<file path="config.mk">
export PLATFORM = sky130hd
export DESIGN_NAME = bfik_hash
export DESIGN_NICKNAME = d
export VERILOG_FILES = /design/src/rtl/bfik_pkg.sv /design/src/rtl/bfik_hash.sv
export SDC_FILE = /design/constraint.sdc
export NUM_CORES = 1
export LEC_CHECK = 0
export BUFFER_PORTS_ARGS = -buffer_cell sky130_fd_sc_hd__buf_2
export CAP_MARGIN = 15
export CORE_MARGIN = 10
export CORE_UTILIZATION = 40
export DETAILED_ROUTE_END_ITERATION = 6
export GPL_ROUTABILITY_DRIVEN = 0
export SLEW_MARGIN = 20
export SYNTH_ARGS = -nofsm -noshare
export SYNTH_HDL_FRONTEND = slang
export SYNTH_SLANG_ARGS = --single-unit
</file>
<file path="constraint.sdc">
create_clock -name aclk -period 12.7 [get_ports aclk]
set_input_delay 2.54 -clock aclk [delete_from_list [all_inputs] [get_ports aclk]]
set_output_delay 2.54 -clock aclk [all_outputs]
set_load 0.005 [all_outputs]
</file>
<file path="src/rtl/bfik_pkg.sv">
// ----------------------------------------------------------------------------
// bfik_pkg
// Shared types and constants of the integer-key Bloom filter: field widths,
// register indexes, action codes, hash constants and the control bundles
// that run between the sequencer and the hash unit.
// ----------------------------------------------------------------------------
package bfik_pkg;

    // Field and register widths.
    localparam int unsigned KEY_W    = 32;
    localparam int unsigned HASH_W   = 32;
    localparam int unsigned SEED_W   = 16;
    localparam int unsigned WORD_W   = 64;
    localparam int unsigned HCNT_W   = 4;
    localparam int unsigned CCNT_W   = 21;
    localparam int unsigned CFG_IDX_W = 3;
    localparam int unsigned OUT_DATA_W = 8;

    // Capacity defaults and limits.
    localparam int unsigned DEF_MAX_CELLS  = 1048576;
    localparam int unsigned MAX_HASHES     = 12;
    localparam int unsigned SEEDS_PER_WORD = WORD_W / SEED_W;
    localparam int unsigned SEED_SLOTS     = 2 ** HCNT_W;

    // Register reset values.
    localparam logic [HCNT_W-1:0] HCNT_RST = HCNT_W'(10);
    localparam logic [CCNT_W-1:0] CCNT_RST = CCNT_W'(1048576);

    // Bit store row geometry: 64 cells per memory row.
    localparam int unsigned ROW_BITS  = 64;
    localparam int unsigned ROW_SHIFT = 6;

    // Mixing constants.
    localparam int unsigned MIX_MUL_W = 27;
    localparam logic [MIX_MUL_W-1:0] MIX_MUL = 27'h45d9f3b;
    localparam int unsigned XS_SHIFT  = 16;

    // Remainder unit: quotient bits retired per cycle.
    localparam int unsigned DIV_STEP   = 4;
    localparam int unsigned DIV_CYCLES = HASH_W / DIV_STEP;

    // Configuration register indexes.
    typedef enum logic [CFG_IDX_W-1:0] {
        REG_HASH_COUNT  = 3'd0,
        REG_CELL_COUNT  = 3'd1,
        REG_SEED_WORD_0 = 3'd2,
        REG_SEED_WORD_1 = 3'd3,
        REG_SEED_WORD_2 = 3'd4
    } cfg_reg_t;

    // Action codes carried on the input tuser bit.
    localparam logic ACT_INSERT = 1'b0;
    localparam logic ACT_SEARCH = 1'b1;

    // Sequencer states.
    typedef enum logic [2:0] {
        SQ_IDLE,
        SQ_HASH,
        SQ_MOD,
        SQ_READ,
        SQ_CHECK,
        SQ_DONE
    } seq_state_t;

    // Hash unit phases.
    typedef enum logic [1:0] {
        HP_IDLE,
        HP_MLO,
        HP_MHI,
        HP_ADD
    } hash_phase_t;

    // Request into the hash unit.
    typedef struct packed {
        logic              start;
        logic [KEY_W-1:0]  key;
        logic [SEED_W-1:0] seed;
    } hash_req_t;

    // Response from the hash unit.
    typedef struct packed {
        logic              done;
        logic [HASH_W-1:0] hash;
    } hash_rsp_t;

endpackage

</file>
<file path="src/rtl/bfik_hash.sv">
// ----------------------------------------------------------------------------
// bfik_hash
// Seeded 64-bit mixer: two xorshift-multiply rounds and a final xorshift.
// The 64 x 27 bit product is built from two 32 x 27 partial products on one
// shared multiplier.
// ----------------------------------------------------------------------------
module bfik_hash (
    input  logic                aclk,
    input  logic                aresetn,
    input  bfik_pkg::hash_req_t req,
    output bfik_pkg::hash_rsp_t rsp
);
    import bfik_pkg::*;

    localparam int unsigned PROD_W = HASH_W + MIX_MUL_W;

    function automatic logic [WORD_W-1:0] xorshift(input logic [WORD_W-1:0] v);
        return v ^ (v >> XS_SHIFT);
    endfunction

    hash_phase_t        phase_reg, phase_next;
    logic               round_reg;
    logic               done_reg;
    logic [HASH_W-1:0]  hash_reg;
    logic [WORD_W-1:0]  x_reg;
    logic [PROD_W-1:0]  plo_reg;
    logic [HASH_W-1:0]  phi_reg;

    logic [HASH_W-1:0]  mul_a;
    logic [PROD_W-1:0]  prod;
    logic [WORD_W-1:0]  v_sum;
    logic [WORD_W-1:0]  x_new;
    logic [WORD_W-1:0]  x_init;
    logic               last_add;

    // Next phase.
    always_comb begin
        phase_next = phase_reg;
        unique case (phase_reg)
            HP_IDLE: if (req.start) phase_next = HP_MLO;
            HP_MLO:  phase_next = HP_MHI;
            HP_MHI:  phase_next = HP_ADD;
            HP_ADD:  phase_next = round_reg ? HP_IDLE : HP_MLO;
            default: phase_next = HP_IDLE;
        endcase
    end

    // Datapath controls: operand select and the end of the second round.
    always_comb begin
        mul_a    = x_reg[HASH_W-1:0];
        last_add = 1'b0;
        unique case (phase_reg)
            HP_MHI:  mul_a = x_reg[WORD_W-1:HASH_W];
            HP_ADD:  last_add = round_reg;
            default: mul_a = x_reg[HASH_W-1:0];
        endcase
    end

    // Shared multiplier and the recombination of the partial products.
    assign prod   = PROD_W'(mul_a) * PROD_W'(MIX_MUL);
    assign v_sum  = WORD_W'(plo_reg) + {phi_reg, {HASH_W{1'b0}}};
    assign x_new  = xorshift(v_sum);
    assign x_init = xorshift({req.key, {(WORD_W-KEY_W-SEED_W){1'b0}}, req.seed});

    // Control registers.
    always_ff @(posedge aclk) begin
        if (!aresetn) begin
            phase_reg <= HP_IDLE;
            done_reg  <= 1'b0;
        end else begin
            phase_reg <= phase_next;
            done_reg  <= last_add;
        end
    end

    // Datapath registers.
    always_ff @(posedge aclk) begin
        if (phase_reg == HP_IDLE && req.start) begin
            x_reg     <= x_init;
            round_reg <= 1'b0;
        end
        if (phase_reg == HP_MLO) begin
            plo_reg <= prod;
        end
        if (phase_reg == HP_MHI) begin
            phi_reg <= prod[HASH_W-1:0];
        end
        if (phase_reg == HP_ADD) begin
            x_reg     <= x_new;
            round_reg <= 1'b1;
        end
        if (last_add) begin
            hash_reg <= x_new[HASH_W-1:0];
        end
    end

    // Response bundle.
    always_comb begin
        rsp.done = done_reg;
        rsp.hash = hash_reg;
    end

endmodule

</file>
# [After elaboration in Yosys (flattened, before gate mapping)]
# Index checks and enable logic that the tools add are counted.
[word_totals] input_bits=51 elab_cells=25 output_inout_bits=33 register_bits=191
[classes] mux=7 n_addsub=1 n_eq_ne=4 n_bitwise=2 n_mul=1 reduce_logical=3
[ops] operator="$mux 64" count=2
[ops] operator="$xor 64x48->64" count=2
[ops] operator="$add 59x64->64" count=1
[ops] operator="$mul 32x27->59 const B" count=1
[ops] operator="$mux 32" count=1
[ops] operator="$pmux 2 s4" count=1
[ops] operator="$eq 2x2->1 const B" count=2
[ops] operator="$eq 2x1->1 const B" count=1
[ops] operator="$logic_not 2->1" count=1
[ops] operator="$mux 1" count=2
[ops] operator="$mux 2" count=1
[ops] operator="$ne 2x2->1 const B" count=1
[ops] operator="$reduce_bool 2->1" count=1
[ops] operator="$logic_and 1x1->1" count=1

# [Depth between registers and ports, before layout]
# Gate-level depths: netlist (run 1).
[depth] ltp_word=4 depth_mapped=31 mapped_depth_nobuf=28

# [Least setup slack after synthesis (run 1)]
# Ideal clock, no wire load.
[synth_timing] path_type="register to register" start="register phase_reg[0]" end="register plo_reg[56] (data pin)" stages_incl_launch_ff=32 synth_period_minus_slack_ps=9308 path_buffers=4 setup_time_ps=265 slack_ps=3392 required_ps=12435 arrival_ps=9043 cell_sequence="dfxtp_1 > inv_1 > ha_1 > clkbuf_1 > clkbuf_1 > buf_1 > mux2i_1 > inv_1 > ha_1 > inv_1 > fa_1 > inv_1 > fa_1 > inv_1 > fa_1 > inv_1 > fa_1 > fa_1 > inv_1 > fa_1 > inv_1 > ha_1 > buf_2 > a21o_1 > a21oi_1 > o221ai_1 > or3_1 > a31o_2 > a41o_2 > a31oi_4 > o211ai_1 > xor2_1"
[synth_via] elab_chain_cells=3
[synth_rtl] element="start: declaration" line_no="bfik_hash.sv:21" text="hash_phase_t phase_reg, phase_next;"
[synth_rtl] element="start signal: assignment" line_no="bfik_hash.sv:71" text="phase_reg <= phase_next;"
[synth_rtl] element="$eq 2x2->1" line_no="bfik_hash.sv:52" text="unique case (phase_reg)"
[synth_rtl] element="$mux 32" line_no="bfik_hash.sv:52"
[synth_rtl] element="$mul 32x27->59" line_no="bfik_hash.sv:60" text="assign prod = PROD_W'(mul_a) * PROD_W'(MIX_MUL);"
[synth_rtl] element="net prod[56]" line_no="bfik_hash.sv:30" text="logic [PROD_W-1:0] prod;"
[synth_rtl] element="end signal: assignment" line_no="bfik_hash.sv:83" text="plo_reg <= prod;"
[synth_rtl] element="end: declaration" line_no="bfik_hash.sv:26" text="logic [PROD_W-1:0] plo_reg;"
# The timed path passes the listed nets, and every way through them passes these cells.
# A chain may end at the register's enable or synchronous reset.

# [Worst setup path after layout (run 1)]
[layout_timing] start="register phase_reg[0]" end="register plo_reg[51] (data pin)"
# Same word-level chain as after synthesis.

==> results.yml, run 1 <==
yosys:
  yosysWarningCount: 0
  synth_area_leaders: "fa_1 (28%), edfxtp_1 (22%), ha_1 (16%), inv_1 (9.5%), xor2_1 (3.4%)"
  synth_top_cell_area_share_pct: 28.3
  syn-num-nets: 3066
  yosysUniqueCellTypes: 79
  ys_seq_area_share_pct: 22.8
  synth_top_area_cell: "fa_1"
  yosysMostFrequentCell: "inv_1"
  synthArstFlopShare_pct: 0
  yosys-top-cells-count: "inv_1 (636), fa_1 (354), ha_1 (328)"
  synth-edff-count: 187
  post_synth_instance_area_um2: 25000
  ys.flop_type: "edfxtp_1"
  synth_seq_cells: 191
  synthCells: 2333
  avgSynthCellArea_um2: 10.7
clocking:
  clock_sinks: 191
  htree_levels: 4
  cts_hold_buffers: 0
  clockBufferDepth: 2
  post_cts.repair.setup_buffers: 0
  cts-buffers-inserted: 17
  post_cts_resized: 0
  path_clk_slew_ps: 70
  clock_latency_ps: 450
  cts_root_buf: "clkbuf_16"
  cts_tree: "yes"
timing:
  fmax_mhz: 106
  min_period_over_period_pct: 74.3
  finalSetupViolCount: 0
  fin_skew_ps: 14.0
  rsz0062_at_grt: "no"
  finalHoldViolCount: 0
  relSlewSlack_pct: 22.1
  final-max-slew-violation-count: 0
  finalCriticalPeriod_ps: 9430
  tns_ps: 0
  max_slew.worst_pin.slew_ps: 1140
worst_setup_path:
  crit_end: "plo_reg[51]"
  cp-end-kind: "flop"
  reg2reg_depth: 27
  cp-startpoint: "phase_reg[0]"
  critPathLaunchType: "flop"
  worstReg2RegEnd: "plo_reg[51]"
  timing.rr.start: "phase_reg[0]"
  required_ps: 12880
  cp_max_fo: 28
  crit_type: "flop to flop"
  cp.arrival_ps: 9610
  r2r_slack_ps: 3270
floorplanning:
  die_h_um: 270
  coreArea_um2: 61800
  start_util_pct: 40.5
  io_pins: 84
  die_w_um: 270
  die_area_um2: 72900
  rows: 91
finish:
  area_growth_pct: 7.76
  drive_gt1_share_pct: 8.59
  largest_reg_flops: 64
  nFillCells: 5839
  nets: 3143
run:
  maxCapViolCount: 0
detailed_routing:
  routedWlPerCell_um: 21.5
  ant_nets: 0
  drt_drc_violations_left: 0
  viasPerCell: 5.11
  wirelength_um: 70000
  drtIter0Drc: 1311
  dr.pass1.iters: 5
  vias: 16700
grt:
  grt_pass1_wl_um: 106000
  grt_usage_pct: 19.2
  first_global_vias: 17600
  antenna_found_initial: 4
  grt_overflow_total: 0
  grt_max_degree: 89
place:
  port_buffers: 83
  hpwl_um: 61400
hold_path:
  min-delay-path-class: "flop to flop"
outcome:
  outcome: "completed"
[worst min-delay path by stage]
stage                          from         to  slack, ps  cells after the start
final                     round_reg  round_reg        530                      1
after global routing      round_reg   done_reg        540                      1
after CTS                 round_reg   done_reg        520                      1
after detailed placement  round_reg  round_reg        500                      1
after global placement    round_reg  round_reg        490                      1
after floorplan           round_reg  round_reg        450                      1
[critical path: stages, from the launching register on]
cell,delay (ps)
dfxtp_1,360
inv_1,200
ha_4,260
buf_4,490
mux2i_1,930
inv_1,390
ha_1,430
xnor2_1,470
ha_1,360
fa_1,490
inv_1,50
fa_1,500
inv_1,50
fa_1,480
fa_1,490
inv_1,50
fa_1,470
inv_1,40
ha_1,380
nand2_1,90
or3_1,350
a211o_1,280
a21oi_1,230
o21bai_1,140
a21oi_1,460
a211oi_1,220
o31ai_1,320
xor2_1,130
[cells by family after synthesis]
family / count (synthesis) / synth area share (%)
fa+ha+maj: 682 / 44.7
buf+inv: 674 / 10.2
compound gates: 293 / 7.65
simple gates: 234 / 4.58
flops: 191 / 22.8
xor+xnor: 173 / 6.33
mux: 86 / 3.70
[layout make-up]
cell class / count / area (um2) / share of cell area, %
clock inverters: 11 / 70.1 / 0.260
diodes: 1 / 2.50 / 0.00928
well taps: 837 / 1050 / 3.88
clock buffers: 19 / 433 / 1.61
inverters: 636 / 2390 / 8.86
flip-flops and latches: 191 / 5700 / 21.1
multi-input cells: 1468 / 16800 / 62.4
repair buffers: 96 / 513 / 1.90
[through the flow]
step                util (%)  hold WS, ps  area [um2]  std cells  setup slack [ps]
floorplan                  -          446       25000       2333              3390
global placement        42.8          491       26400       3228              3350
detailed placement      42.8          499       26400       3228              3270
CTS                     43.6          522       26900       3258              3250
global route            43.6          542       27000       3258              2730
finish                  43.6          527       27000       3259              3270
[per-layer routing]
metal / wire length (um) / vias up / GRT usage [%]
li1: - / 7605 / -
met1: 29400 / 8399 / 24.9
met2: 32600 / 555 / 30.6
met3: 5370 / 101 / 4.26
met4: 2660 / 2 / 7.58
met5: 17 / - / 0
[placed cells by master (no fill, tap or decap), types with 53 or more instances in the layout]
master / n
a21o_1: 53
edfxtp_1: 187
fa_1: 354
xor2_1: 96
nand2_1: 67
nor2_1: 66
xnor2_1: 72
inv_1: 636
ha_1: 325
a21oi_1: 110
buf_2: 83
Power of run 1 is not shown: default switching activity piles up to over one toggle a cycle in this logic, so the estimate is an artifact.
==> run 2, diff against run 1 <==
==> constraint.sdc (replaced) <==
create_clock -name aclk -period 8.1 [get_ports aclk]
set_input_delay 1.62 -clock aclk [delete_from_list [all_inputs] [get_ports aclk]]
set_output_delay 1.62 -clock aclk [all_outputs]
set_load 0.005 [all_outputs]
==> results.yml, run 2 (synthesized netlist as in run 1, its figures left out) <==
clocking:
  htree_levels: 4
  cts-buffers-inserted: 17
  clock_latency_ps: 450
  clockBufferDepth: 2
  clock_sinks: 191
  cts_hold_buffers: 0
  cts_root_buf: "clkbuf_16"
  cts_tree: "yes"
  path_clk_slew_ps: 80
finish:
  final_util_pct: 45.3
  drive_gt1_share_pct: 13.5
  diodes: 0
  mostFrequentLayoutCells: "inv_1 (628), fa_1 (354), ha_1 (322)"
  area_growth_pct: 12.0
  largest_reg_flops: 64
  layout_commonest_cell: "inv_1"
  nets: 3238
  final_cells: 3355
  nFillCells: 5776
timing:
  finalSetupViolCount: 0
  finalCriticalPeriod_ps: 7950
  finalHoldViolCount: 0
  hold_ws_ps: 513
  tns_ps: 0
  fmax_mhz: 126
  final-max-slew-violation-count: 0
  max_slew.worst_pin.slew_ps: 971
  fin_skew_ps: 14.2
  min_period_over_period_pct: 98.1
  relSlewSlack_pct: 35.2
  rsz0062_at_grt: "yes"
floorplanning:
  start_util_pct: 40.5
  coreArea_um2: 61800
  die_w_um: 270
  rows: 91
  die_h_um: 270
  die_area_um2: 72900
  io_pins: 84
detailed_routing:
  drt_drc_violations_left: 0
  wirelength_um: 71800
  dr.pass1.iters: 5
  ant_nets: 0
  routedWlPerCell_um: 21.4
  viasPerCell: 5.08
  vias: 17100
  drtIter0Drc: 1395
worst_setup_path:
  cp.arrival_ps: 8140
  crit_type: "flop to flop"
  required_ps: 8290
  timing.rr.start: "phase_reg[0]"
  cp-end-kind: "flop"
  cp_max_fo: 10
  critPathLaunchType: "flop"
  cp-startpoint: "phase_reg[0]"
place:
  port_buffers: 83
  hpwl_um: 63100
  dp.cells: 3306
run:
  maxCapViolCount: 0
hold_path:
  min_from: "round_reg"
  min-delay-path-class: "flop to flop"
grt:
  grt_max_degree: 75
  grt_pass1_wl_um: 109000
  grt_usage_pct: 19.6
  first_global_vias: 18100
  grt_overflow_total: 0
  antenna_found_initial: 1
outcome:
  outcome: "completed"
-- run 2: cell types whose count changed in the layout (fill, tap and decap cells not counted), moves of 3 or more --
cell / change
mux2i_1: -11
buf_4: +89
clkinv_8: +3
inv_2: +4
buf_12: +4
mux2i_4: +8
ha_1: -3
inv_8: +5
ha_2: +3
mux2i_2: +3
clkinv_1: -3
inv_1: -8
clkinv_4: +3
-- run 2: area by class of cell --
class	count	area, um2	area share, %
multi-input combinational	1468	17000	60.6
inverter	636	2400	8.57
sequential	191	5700	20.3
tap	837	1050	3.74
timing repair buffer	191	1300	4.63
clock buffer	17	425	1.52
clock inverter	15	166	0.594
-- run 2: final timing paths --
path | to | cells past startpoint | slack, ps
setup / recovery | plo_reg[57] | 26 | 150
hold reg to reg | round_reg | 1 | 510
setup reg to reg | plo_reg[57] | 26 | 150
hold / removal | round_reg | 1 | 510
-- run 2: per-layer routing --
metal	part of all wire, %	up-vias	track usage (%)
met5	0	-	0
met4	2.9	0	5.87
met3	6.1	83	2.59
met2	47	525	31.8
met1	44	8638	26.9
li1	-	7808	-
-- run 2: repair_timing --
action	4_1_cts	5_1_grt
buffers inserted	0	16
endpoints found under the setup margin	3	15
gates resized for setup	3	40
gates cloned	0	1
pin swaps	0	3
-- run 2: critical path, cell delays in order (launching register included) --
cell and delay, ps:
dfxtp_1 320, inv_1 140, ha_4 240, buf_12 210
mux2i_1 250, buf_4 230, clkinvlp_4 170, buf_12 170
fa_1 600, ha_2 240, inv_1 70, fa_1 490
fa_1 520, inv_1 50, fa_1 550, fa_1 430
fa_1 440, ha_1 310, a21o_2 200, a21o_1 200
a221oi_4 330, nor3_1 120, nor4b_2 330, o21ai_1 150
or3_4 390, and4_4 170, or3_1 370
-- run 2: through the flow --
step,instance area (um2),setup slack [ps]
4_1_cts,27700,0.523
3_5_place_dp,27100,-133
6_report,28000,155
3_3_place_gp,27100,-21.3
2_1_floorplan,25100,3.56
5_1_grt,28000,-60.1
Power of run 2 is left out for the same reason.
