<file path="src/rtl/bfik_pkg.sv">
// ----------------------------------------------------------------------------
// bfik_pkg
// Shared types and constants of the integer-key Bloom filter: field widths,
// register indexes, action codes, hash constants and the control bundles
// that run between the sequencer and the hash unit.
// ----------------------------------------------------------------------------
package bfik_pkg;

    // Field and register widths.
    localparam int unsigned KEY_W    = 32;
    localparam int unsigned HASH_W   = 32;
    localparam int unsigned SEED_W   = 16;
    localparam int unsigned WORD_W   = 64;
    localparam int unsigned HCNT_W   = 4;
    localparam int unsigned CCNT_W   = 21;
    localparam int unsigned CFG_IDX_W = 3;
    localparam int unsigned OUT_DATA_W = 8;

    // Capacity defaults and limits.
    localparam int unsigned DEF_MAX_CELLS  = 1048576;
    localparam int unsigned MAX_HASHES     = 12;
    localparam int unsigned SEEDS_PER_WORD = WORD_W / SEED_W;
    localparam int unsigned SEED_SLOTS     = 2 ** HCNT_W;

    // Register reset values.
    localparam logic [HCNT_W-1:0] HCNT_RST = HCNT_W'(10);
    localparam logic [CCNT_W-1:0] CCNT_RST = CCNT_W'(1048576);

    // Bit store row geometry: 64 cells per memory row.
    localparam int unsigned ROW_BITS  = 64;
    localparam int unsigned ROW_SHIFT = 6;

    // Mixing constants.
    localparam int unsigned MIX_MUL_W = 27;
    localparam logic [MIX_MUL_W-1:0] MIX_MUL = 27'h45d9f3b;
    localparam int unsigned XS_SHIFT  = 16;

    // Remainder unit: quotient bits retired per cycle.
    localparam int unsigned DIV_STEP   = 4;
    localparam int unsigned DIV_CYCLES = HASH_W / DIV_STEP;

    // Configuration register indexes.
    typedef enum logic [CFG_IDX_W-1:0] {
        REG_HASH_COUNT  = 3'd0,
        REG_CELL_COUNT  = 3'd1,
        REG_SEED_WORD_0 = 3'd2,
        REG_SEED_WORD_1 = 3'd3,
        REG_SEED_WORD_2 = 3'd4
    } cfg_reg_t;

    // Action codes carried on the input tuser bit.
    localparam logic ACT_INSERT = 1'b0;
    localparam logic ACT_SEARCH = 1'b1;

    // Sequencer states.
    typedef enum logic [2:0] {
        SQ_IDLE,
        SQ_HASH,
        SQ_MOD,
        SQ_READ,
        SQ_CHECK,
        SQ_DONE
    } seq_state_t;

    // Hash unit phases.
    typedef enum logic [1:0] {
        HP_IDLE,
        HP_MLO,
        HP_MHI,
        HP_ADD
    } hash_phase_t;

    // Request into the hash unit.
    typedef struct packed {
        logic              start;
        logic [KEY_W-1:0]  key;
        logic [SEED_W-1:0] seed;
    } hash_req_t;

    // Response from the hash unit.
    typedef struct packed {
        logic              done;
        logic [HASH_W-1:0] hash;
    } hash_rsp_t;

endpackage

</file>
<file path="src/rtl/bfik_mod.sv">
// ----------------------------------------------------------------------------
// bfik_mod
// Remainder unit: hash modulo cell count by restoring division, retiring
// DIV_STEP dividend bits per cycle. Only the remainder is kept.
// ----------------------------------------------------------------------------
module bfik_mod #(
    parameter int unsigned NC_W = 21
) (
    input  logic                        aclk,
    input  logic                        aresetn,
    input  logic                        start,
    input  logic [bfik_pkg::HASH_W-1:0] dividend,
    input  logic [NC_W-1:0]             divisor,
    output logic                        done,
    output logic [NC_W-1:0]             rem
);
    import bfik_pkg::*;

    localparam int unsigned CNT_W = $clog2(DIV_CYCLES + 1);

    logic              busy_reg;
    logic              done_reg;
    logic [CNT_W-1:0]  cnt_reg;
    logic [HASH_W-1:0] dvd_reg;
    logic [NC_W-1:0]   dsr_reg;
    logic [NC_W-1:0]   rem_reg;
    logic [NC_W-1:0]   rem_next;

    // Several restoring steps per cycle; the partial remainder stays below
    // the divisor, so one compare and subtract per bit suffices.
    always_comb begin
        logic [NC_W:0]   trial;
        logic [NC_W-1:0] r;
        r = rem_reg;
        for (int k = 0; k < DIV_STEP; k++) begin
            trial = {r, dvd_reg[HASH_W-1-k]};
            if (trial >= {1'b0, dsr_reg}) begin
                trial = trial - {1'b0, dsr_reg};
            end
            r = trial[NC_W-1:0];
        end
        rem_next = r;
    end

    // Control registers.
    always_ff @(posedge aclk) begin
        if (!aresetn) begin
            busy_reg <= 1'b0;
            done_reg <= 1'b0;
            cnt_reg  <= '0;
        end else begin
            done_reg <= 1'b0;
            if (start) begin
                busy_reg <= 1'b1;
                cnt_reg  <= CNT_W'(DIV_CYCLES);
            end else if (busy_reg) begin
                cnt_reg <= cnt_reg - CNT_W'(1);
                if (cnt_reg == CNT_W'(1)) begin
                    busy_reg <= 1'b0;
                    done_reg <= 1'b1;
                end
            end
        end
    end

    // Datapath registers.
    always_ff @(posedge aclk) begin
        if (start) begin
            dvd_reg <= dividend;
            dsr_reg <= divisor;
            rem_reg <= '0;
        end else if (busy_reg) begin
            dvd_reg <= dvd_reg << DIV_STEP;
            rem_reg <= rem_next;
        end
    end

    assign done = done_reg;
    assign rem  = rem_reg;

endmodule

</file>
<file path="config.mk">
export PLATFORM = sky130hd
export DESIGN_NAME = bfik_mod
export DESIGN_NICKNAME = d
export VERILOG_FILES = /design/src/rtl/bfik_pkg.sv /design/src/rtl/bfik_mod.sv
export SDC_FILE = /design/constraint.sdc
export NUM_CORES = 1
export LEC_CHECK = 0
export ABC_AREA = 1
export CORE_AREA = 2 2 115 128
export CTS_CLUSTER_SIZE = 30
export DETAILED_ROUTE_END_ITERATION = 8
export DIE_AREA = 0 0 117 130
export DONT_BUFFER_PORTS = 1
export PLACE_DENSITY = 0.77
export SYNTH_ARGS = -nofsm -noshare
export SYNTH_HDL_FRONTEND = slang
export SYNTH_SLANG_ARGS = --single-unit
</file>
<file path="constraint.sdc">
create_clock -name aclk -period 8.56 [get_ports aclk]
set_input_delay 1.712 -clock aclk [delete_from_list [all_inputs] [get_ports aclk]]
set_output_delay 1.712 -clock aclk [all_outputs]
set_load 0.01 [all_outputs]
</file>
Word level (Yosys, flattened, before mapping)
Cells that the tools add are included.
{"block": "totals", "ff_bits": 80, "input_bits": 56}
{"block": "op_classes", "add_sub_neg": 5, "n_lt_le_gt_ge": 4, "eq_ne": 1, "muxes": 12, "bitwise": 2, "reduce_logical": 3}
{"cell": "$ge 22x21->1", "count": 4}
{"cell": "$mux 21", "count": 4}
{"cell": "$sub 21x21->21", "count": 4}
{"cell": "$mux 32", "count": 2}
{"cell": "$mux 4", "count": 2}
{"cell": "$eq 4x1->1 const B", "count": 1}
{"cell": "$mux 1", "count": 4}
{"cell": "$sub 4x1->4 const B", "count": 1}
{"cell": "$reduce_or 3->1", "count": 1}
{"cell": "$not 1->1", "count": 2}
{"cell": "$reduce_bool 2->1", "count": 1}
{"cell": "$reduce_or 2->1", "count": 1}

Logic depth before layout (Yosys ltp)
Gate-level depths: netlist of run 1.
{"block": "logic_depth", "word_depth": 8, "depth_mapped": 65}

Least setup slack after synthesis of run 1
No wires, ideal clock.
{"block": "synth_timing", "kind": "reg2reg", "from": "register dvd_reg[31]", "to": "register rem_reg[1] (netlist: rem[1])", "arrival_ps": 7238, "required_ps": 8446, "slack_ps": 1208, "stages_incl_launch_ff": 58, "n_path_buf": 7, "cell_sequence": "edfxtp_1 -> inv_1 -> ha_1 -> inv_1 -> fa_1 -> nand2_1 -> nand3_1 -> nand2_1 -> nand4_2 -> buf_4 -> inv_2 -> buf_2 -> nand2_1 -> nand2_1 -> inv_1 -> ha_1 -> a21oi_1 -> nand2_1 -> [... 22 more ...] -> buf_4 -> buf_6 -> nand3_1 -> nand2_1 -> inv_1 -> ha_1 -> a21o_1 -> o21ai_0 -> o211ai_1 -> nand2_1 -> nand3_1 -> nand3_1 -> o211ai_1 -> a21oi_1 -> clkbuf_1 -> nand3_1 -> nand3_1 -> nand2_1"}
{"block": "synth_between", "elab_chain_len": 8, "elab_cells_between_ends": 12}
{"element": "from (decl)", "line_no": "bfik_mod.sv:24", "rtl": "logic [HASH_W-1:0] dvd_reg;"}
{"element": "from (signal assigned)", "line_no": "bfik_mod.sv:69", "rtl": "dvd_reg <= dividend;"}
{"element": "from (signal assigned)", "line_no": "bfik_mod.sv:73", "rtl": "dvd_reg <= dvd_reg << DIV_STEP;"}
{"element": "$sub 21x21->21 / $ge 22x21->1 (equally long branches)", "line_no": "bfik_mod.sv:38, bfik_mod.sv:37"}
{"element": "$mux 21 (*)", "line_no": "bfik_mod.sv:37", "rtl": "if (trial >= {1'b0, dsr_reg}) begin"}
{"element": "$sub 21x21->21 / $ge 22x21->1 (equally long branches)", "line_no": "bfik_mod.sv:38, bfik_mod.sv:37"}
{"element": "$mux 21 (*)", "line_no": "bfik_mod.sv:37"}
{"element": "$ge 22x21->1 / $sub 21x21->21 (equally long branches)", "line_no": "bfik_mod.sv:37, bfik_mod.sv:38"}
{"element": "$mux 21 (*)", "line_no": "bfik_mod.sv:37"}
{"element": "$sub 21x21->21 / $ge 22x21->1 (equally long branches)", "line_no": "bfik_mod.sv:38, bfik_mod.sv:37"}
{"element": "$mux 21 (*)", "line_no": "bfik_mod.sv:37"}
{"element": "to (signal assigned)", "line_no": "bfik_mod.sv:74", "rtl": "rem_reg <= rem_next;"}
{"element": "to (decl)", "line_no": "bfik_mod.sv:26", "rtl": "logic [NC_W-1:0] rem_reg;"}
Mark *: on every way between the ends. The rest lies on a longest branch, timed or not.
A chain may end at the register's enable or synchronous reset.

Final worst setup path of run 1
{"block": "layout_timing", "from": "register dsr_reg[16]", "to": "register rem_reg[4] (netlist: rem[4])"}
{"block": "layout_between", "elab_chain_len": 8, "elab_cells_between_ends": 12}
{"element": "from (decl)", "line_no": "bfik_mod.sv:25", "rtl": "logic [NC_W-1:0] dsr_reg;"}
{"element": "from (signal assigned)", "line_no": "bfik_mod.sv:70", "rtl": "dsr_reg <= divisor;"}
{"element": "$sub 21x21->21 / $ge 22x21->1 (equally long branches)", "line_no": "bfik_mod.sv:38, bfik_mod.sv:37"}
{"element": "$mux 21", "line_no": "bfik_mod.sv:37"}
{"element": "$sub 21x21->21 / $ge 22x21->1 (equally long branches)", "line_no": "bfik_mod.sv:38, bfik_mod.sv:37"}
{"element": "$mux 21", "line_no": "bfik_mod.sv:37"}
{"element": "$ge 22x21->1 / $sub 21x21->21 (equally long branches)", "line_no": "bfik_mod.sv:37, bfik_mod.sv:38"}
{"element": "$mux 21", "line_no": "bfik_mod.sv:37"}
{"element": "$sub 21x21->21 / $ge 22x21->1 (equally long branches)", "line_no": "bfik_mod.sv:38, bfik_mod.sv:37"}
{"element": "$mux 21 (*)", "line_no": "bfik_mod.sv:37"}
Marks and branches as above.

==> results of run 1 <==
## placed cells by master (no fill, tap or decap), types with 5 or more instances in the layout
cell type / instances
xnor2_1: 39
ha_2: 7
nand3_1: 121
ha_1: 72
nor4_1: 7
nand3_2: 8
a31oi_1: 9
dfxtp_1: 27
a21oi_2: 10
buf_6: 5
a21oi_1: 78
o21ai_1: 14
o21bai_1: 7
nor2_2: 8
ha_4: 7
inv_2: 6
xor2_1: 25
clkbuf_16: 9
nand2_1: 491
edfxtp_1: 53
o21ai_2: 8
o21ai_0: 45
nor3_1: 10
buf_4: 66
inv_1: 192
nand4_1: 19
nor2_1: 82
## cell type report
| cell class | instances | area (um^2) |
|---|---|---|
| Sequential cell | 80 | 2130 |
| Clock inverter | 7 | 86.3 |
| Tap cell | 192 | 240 |
| Timing Repair Buffer | 73 | 579 |
| Clock buffer | 9 | 225 |
| Inverter | 199 | 749 |
| Multi-Input combinational cell | 1100 | 6150 |
| Fill cell | 1246 | 3930 |
## worst max-delay path by stage
stage / startpoint / to / slack (ps) / cells after the start
after floorplan: dvd_reg[31] / rem[1] / 1210 / 57
after global placement: dsr_reg[17] / rem[3] / 320 / 54
after detailed placement: dsr_reg[8] / rem[3] / 200 / 59
after CTS: dsr_reg[17] / rem[3] / 110 / 54
after global routing: dsr_reg[9] / rem[4] / -60 / 60
final: dsr_reg[16] / rem[4] / 410 / 53
## timing repair
item	in CTS	in global routing
buffers inserted	0	9
setup endpoints to repair	0	21
resized for setup	0	72
## routing by layer
layer  track usage, %  up-vias
li1                 -     4695
met4             25.6        0
met2             63.1      615
met5                0        -
met1             48.6     4325
met3             7.57      163
## worst max-delay path, delay by kind of cell (launching register included)
family                   cells  cell delay, ps
buffers and inverters        9            1210
adder cells (fa/ha/maj)      4            1540
flip-flops                   1             320
AO/OA/AOI/OAI                8            1740
AND/OR/NAND/NOR             32            3200
## per-stage QoR
step,util (%),instances,setup slack [ps],hold WS [ps]
after floorplan,-,1408,1210,476
after global placement,67.2,1631,322,493
after detailed placement,67.2,1631,203,501
after CTS,69.4,1647,115,513
after global routing,72.1,1660,-62.2,535
final,72.1,1660,415,507
## cells by family (layout without fill, tap and decap cells)
| group | after synthesis | after routing | synth area share, % |
|---|---|---|---|
| compound gates | 184 | 184 | 11.1 |
| flops | 80 | 80 | 23.9 |
| simple gates | 760 | 762 | 35.5 |
| fa+ha+maj | 90 | 90 | 13.0 |
| buf+inv | 230 | 288 | 10.2 |
| xor+xnor | 64 | 64 | 6.28 |
==> metrics.txt, run 1 <==
outcome=complete, no violations; crit path max-delay cell type=ha_1; drt wl/cell=18.8 um; Synth Flop Type=edfxtp_1; number of design-rule violations left by the first detailed-router iteration=1323; Commonest cells post-synth=nand2_1, inv_1, nand3_1, nor2_1, ha_1; Worst Setup Path Type=flop to flop; routed wire length on met2=13.8 mm; Critical Path Max Stage Delay=430 ps; endpoint of the worst register-to-register path=rem[4]; antenna-violating nets left=0; arrival time of data at the critical path endpoint=8380 ps; leading post-synthesis cells by cell area=nand2_1, edfxtp_1, ha_1; standard-cell rows=46; vias in the first global route=8661; Cells after Synth=1408; post-synthesis area per instance=6.34 um^2; highest metal layer with signal wires=met4; number of nets in the layout=1609; final setup vio count=0; GRT Resource Usage Total=39.5%; share of Yosys cell area claimed by the top area cell type=20.8%; standard cell area after detailed placement=0.00948 mm^2; total core area=0.0141 mm^2; amount of wire on met3 after detailed routing=2.99 mm; share of post-route cells with drive strength above 1=10.9%; max-cap viol count=0; wire length on met1=12.0 mm; Final Hold Violating Endpoints=0; dpl hpwl=25.1 mm; Hold Path Sink=dvd_reg[30]; Final period util=95.2%; TritonCTS clock tree=done; total die area=0.0152 mm^2; max-slew violation count=0; timing-limited maximum frequency=123 MHz; largest net degree at the start of global routing=58; Non-Filler Cell Area, Final=0.0102 mm^2; Hold Crit Class=flop to flop; type of origin of the critical path=flop; placer congestion estimate=1.08; chip width=117 um; CP endpoint kind=flop; beginning of the worst register-to-register path=dsr_reg[16]; largest fanout of any net on the critical path=27; n_diodes=0; Final Critical Period=8150 ps; Post-synth EDFFs=53; total gr overflow=0; register clock-pin slew on the reported worst setup and hold paths=70 ps; count of different cell masters after synthesis=38; flop and latch count out of synthesis=80; startpoint of the lowest-slack hold path=dvd_reg[26]; die height=130 um; register-to-register setup slack=410 ps; post-cts hold buffer count=0; clk sinks=80; buffers from clock root to sink, at most=2; number of cells on the worst reg-to-reg path=53; post-synthesis net count=1554; wire length of the first global-routing pass=44.9 mm; dominant cell type by area after synthesis=nand2_1; number of flip-flops in the largest register=32; cell count of the worst hold path=2; drc violations=0; antenna violations before repair=1; Mapped Area=0.00892 mm^2; cell at the root of the clock tree=clkbuf_16; Setup TNS Final=0 ps; most common cell in the netlist=nand2_1; CP required=8800 ps; detailed-router iteration count before antenna repair=6; CTS Buf Count=9; transition time at the pin with the least slew margin=806 ps; Synth async-reset ratio=0%; Initial Util=63.3%; deepest level of the CTS H-tree=3; Vias per Instance=5.90; Relative slew margins=46.2%; clock tree skew after final layout=8.77 ps; top-level I/O count=78; vias=9798; post-synthesis sequential area ratio=23.9%; synth-to-layout area growth=14.0%; source-to-sink clock delay at the later pin of the worst-skew pair=340 ps; synth warn=0; CP most frequent cell=nand2_1; number of buffer cells added on primary ports=0; Final Routed Wirelength=31.3 mm
Power of run 1 is not shown: default switching activity piles up to over one toggle a cycle in this logic, so the estimate is an artifact.
==> run 2, diff against run 1 <==
--- a/config.mk
+++ b/config.mk
@@ -6,12 +6,14 @@
 export NUM_CORES = 1
 export LEC_CHECK = 0
 export ABC_AREA = 1
+export ABC_CLOCK_PERIOD_IN_PS = 8560
 export CORE_AREA = 2 2 115 128
 export CTS_CLUSTER_SIZE = 30
 export DETAILED_ROUTE_END_ITERATION = 8
 export DIE_AREA = 0 0 117 130
 export DONT_BUFFER_PORTS = 1
 export PLACE_DENSITY = 0.77
+export RECOVER_POWER = 50
 export SYNTH_ARGS = -nofsm -noshare
 export SYNTH_HDL_FRONTEND = slang
 export SYNTH_SLANG_ARGS = --single-unit
==> run 2 against run 1 <==
The run now ends with max-capacitance violations, max-slew violations left. Highest routed layer unchanged. Critical path depth rose by 2. Setup slack got worse by 32 ps. Wire length barely moved. Non-clock buffer count did not move. Core utilization barely moved. Flip-flop and latch count did not move. Global-route usage did not move. Register-to-register slack got worse by 30 ps. Design area barely moved. First-iteration DRC count fell by 5.1%. Critical endpoint unchanged. Via count barely moved. Critical path type unchanged. Clock skew fell by 0.63 ps.
==> metrics.txt, run 2 (synthesis results as in run 1) <==
total die area=0.0152 mm^2; detailed-router iteration count before antenna repair=6; type of origin of the critical path=flop; synth-to-layout area growth=13.9%; share of post-route cells with drive strength above 1=10.8%; CP required=8790 ps; GRT Resource Usage Total=39.5%; cell at the root of the clock tree=clkbuf_16; CP endpoint kind=flop; final setup vio count=0; arrival time of data at the critical path endpoint=8410 ps; TritonCTS clock tree=done; Critical Path Max Stage Delay=430 ps; antenna-violating nets left=0; largest net degree at the start of global routing=58; CTS Buf Count=9; die height=130 um; drc violations=0; met2 global-route usage=63.1%; highest-count cells in the layout ignoring fill and taps=nand2_1, inv_1, nand3_1; total gr overflow=0; max-cap viol count=1; post-route insts no fill=1661; vias in the first global route=8661; drt wl/cell=18.8 um; register clock-pin slew on the reported worst setup and hold paths=70 ps; wire length of the first global-routing pass=44.9 mm; deepest level of the CTS H-tree=3; violated checks=max-capacitance violations, max-slew violations; vias=9791; Final Hold Violating Endpoints=0; Worst Setup Slack, final=382 ps; Worst Setup Path Type=flop to flop; largest fanout of any net on the critical path=27; GR Util met3=7.57%; Final Critical Period=8180 ps; chip width=117 um; clk sinks=80; most frequent standard cell in the layout excluding fill and tap cells=nand2_1; grt peak-use layer=met2; number of nets in the layout=1609; crit path max-delay cell type=ha_1; post-cts hold buffer count=0; transition time at the pin with the least slew margin=1760 ps; number of buffer cells added on primary ports=0; outcome=finished, violations left; CP most frequent cell=nand2_1; number of flip-flops in the largest register=32; placer congestion estimate=1.08; clock tree skew after final layout=8.14 ps; source-to-sink clock delay at the later pin of the worst-skew pair=340 ps; Setup Slack @ Placement=203 ps; Hold Crit Class=flop to flop; number of design-rule violations left by the first detailed-router iteration=1256; Final Routed Wirelength=31.3 mm; antenna violations before repair=1; max-slew violation count=34; standard-cell rows=46; routing usage on met1=48.6%; Initial Util=63.3%; top-level I/O count=78; Relative slew margins=-17.0%; buffers from clock root to sink, at most=2; Vias per Instance=5.89; placed cells=1631; Final period util=95.5%; total core area=0.0141 mm^2; dpl hpwl=25.1 mm; timing-limited maximum frequency=122 MHz
==> run 2: changes by cell type in the layout (fill, tap and decap cells not counted) <==
cell | previous run | this run
clkbuf_1 | 0 | 2
diode_2 | 0 | 1
buf_4 | 66 | 64
==> run 2: path summary, 6_finish.rpt <==
| path | start | endpoint | slack, ps | cells after the start |
|---|---|---|---|---|
| worst max-delay path | dsr_reg[16] | rem[4] | 380 | 55 |
| worst min-delay path | dvd_reg[26] | dvd_reg[30] | 510 | 2 |
| worst max register to register | dsr_reg[16] | rem[4] | 380 | 55 |
| worst min register to register | dvd_reg[26] | dvd_reg[30] | 510 | 2 |
==> run 2: layout make-up <==
| cell class | instances | area, um^2 |
|---|---|---|
| well taps | 192 | 240 |
| clock inverters | 7 | 86.3 |
| multi-input cells | 1100 | 6150 |
| inverters | 199 | 749 |
| repair buffers | 73 | 572 |
| diodes | 1 | 2.50 |
| clock buffers | 9 | 225 |
| flip-flops and latches | 80 | 2130 |
| fillers | 1247 | 3940 |
==> run 2: layer usage <==
layer | wire, um | up-vias
met2 | 13900 | 589
met3 | 2960 | 150
met4 | 2270 | 0
li1 | - | 4696
met1 | 12100 | 4356
met5 | 0 | -
==> run 2: stage by stage <==
stage                     TNS [ps]  hold WS, ps  util [%]  instance area (um^2)
after floorplan                  0          476         -                  8920
after global placement           0          493      67.2                  9480
after CTS                        0          513      69.4                  9790
after global routing          -438          535      72.0                 10200
final                            0          507      72.1                 10200
after detailed placement         0          501      67.2                  9480
==> run 2: critical path: cells and delay by family (launching register included) <==
| family | cells | cell delay, ps |
|---|---|---|
| AO/OA/AOI/OAI | 8 | 1710 |
| adder cells (fa/ha/maj) | 4 | 1520 |
| buffers and inverters | 9 | 1180 |
| flip-flops | 1 | 320 |
| AND/OR/NAND/NOR | 34 | 3330 |
==> run 2: repair_timing <==
| item | CTS | global route |
|---|---|---|
| setup endpoints to repair | 0 | 21 |
| resized for setup | 0 | 72 |
| setup buffers | 0 | 9 |
Power of run 2 is left out for the same reason.
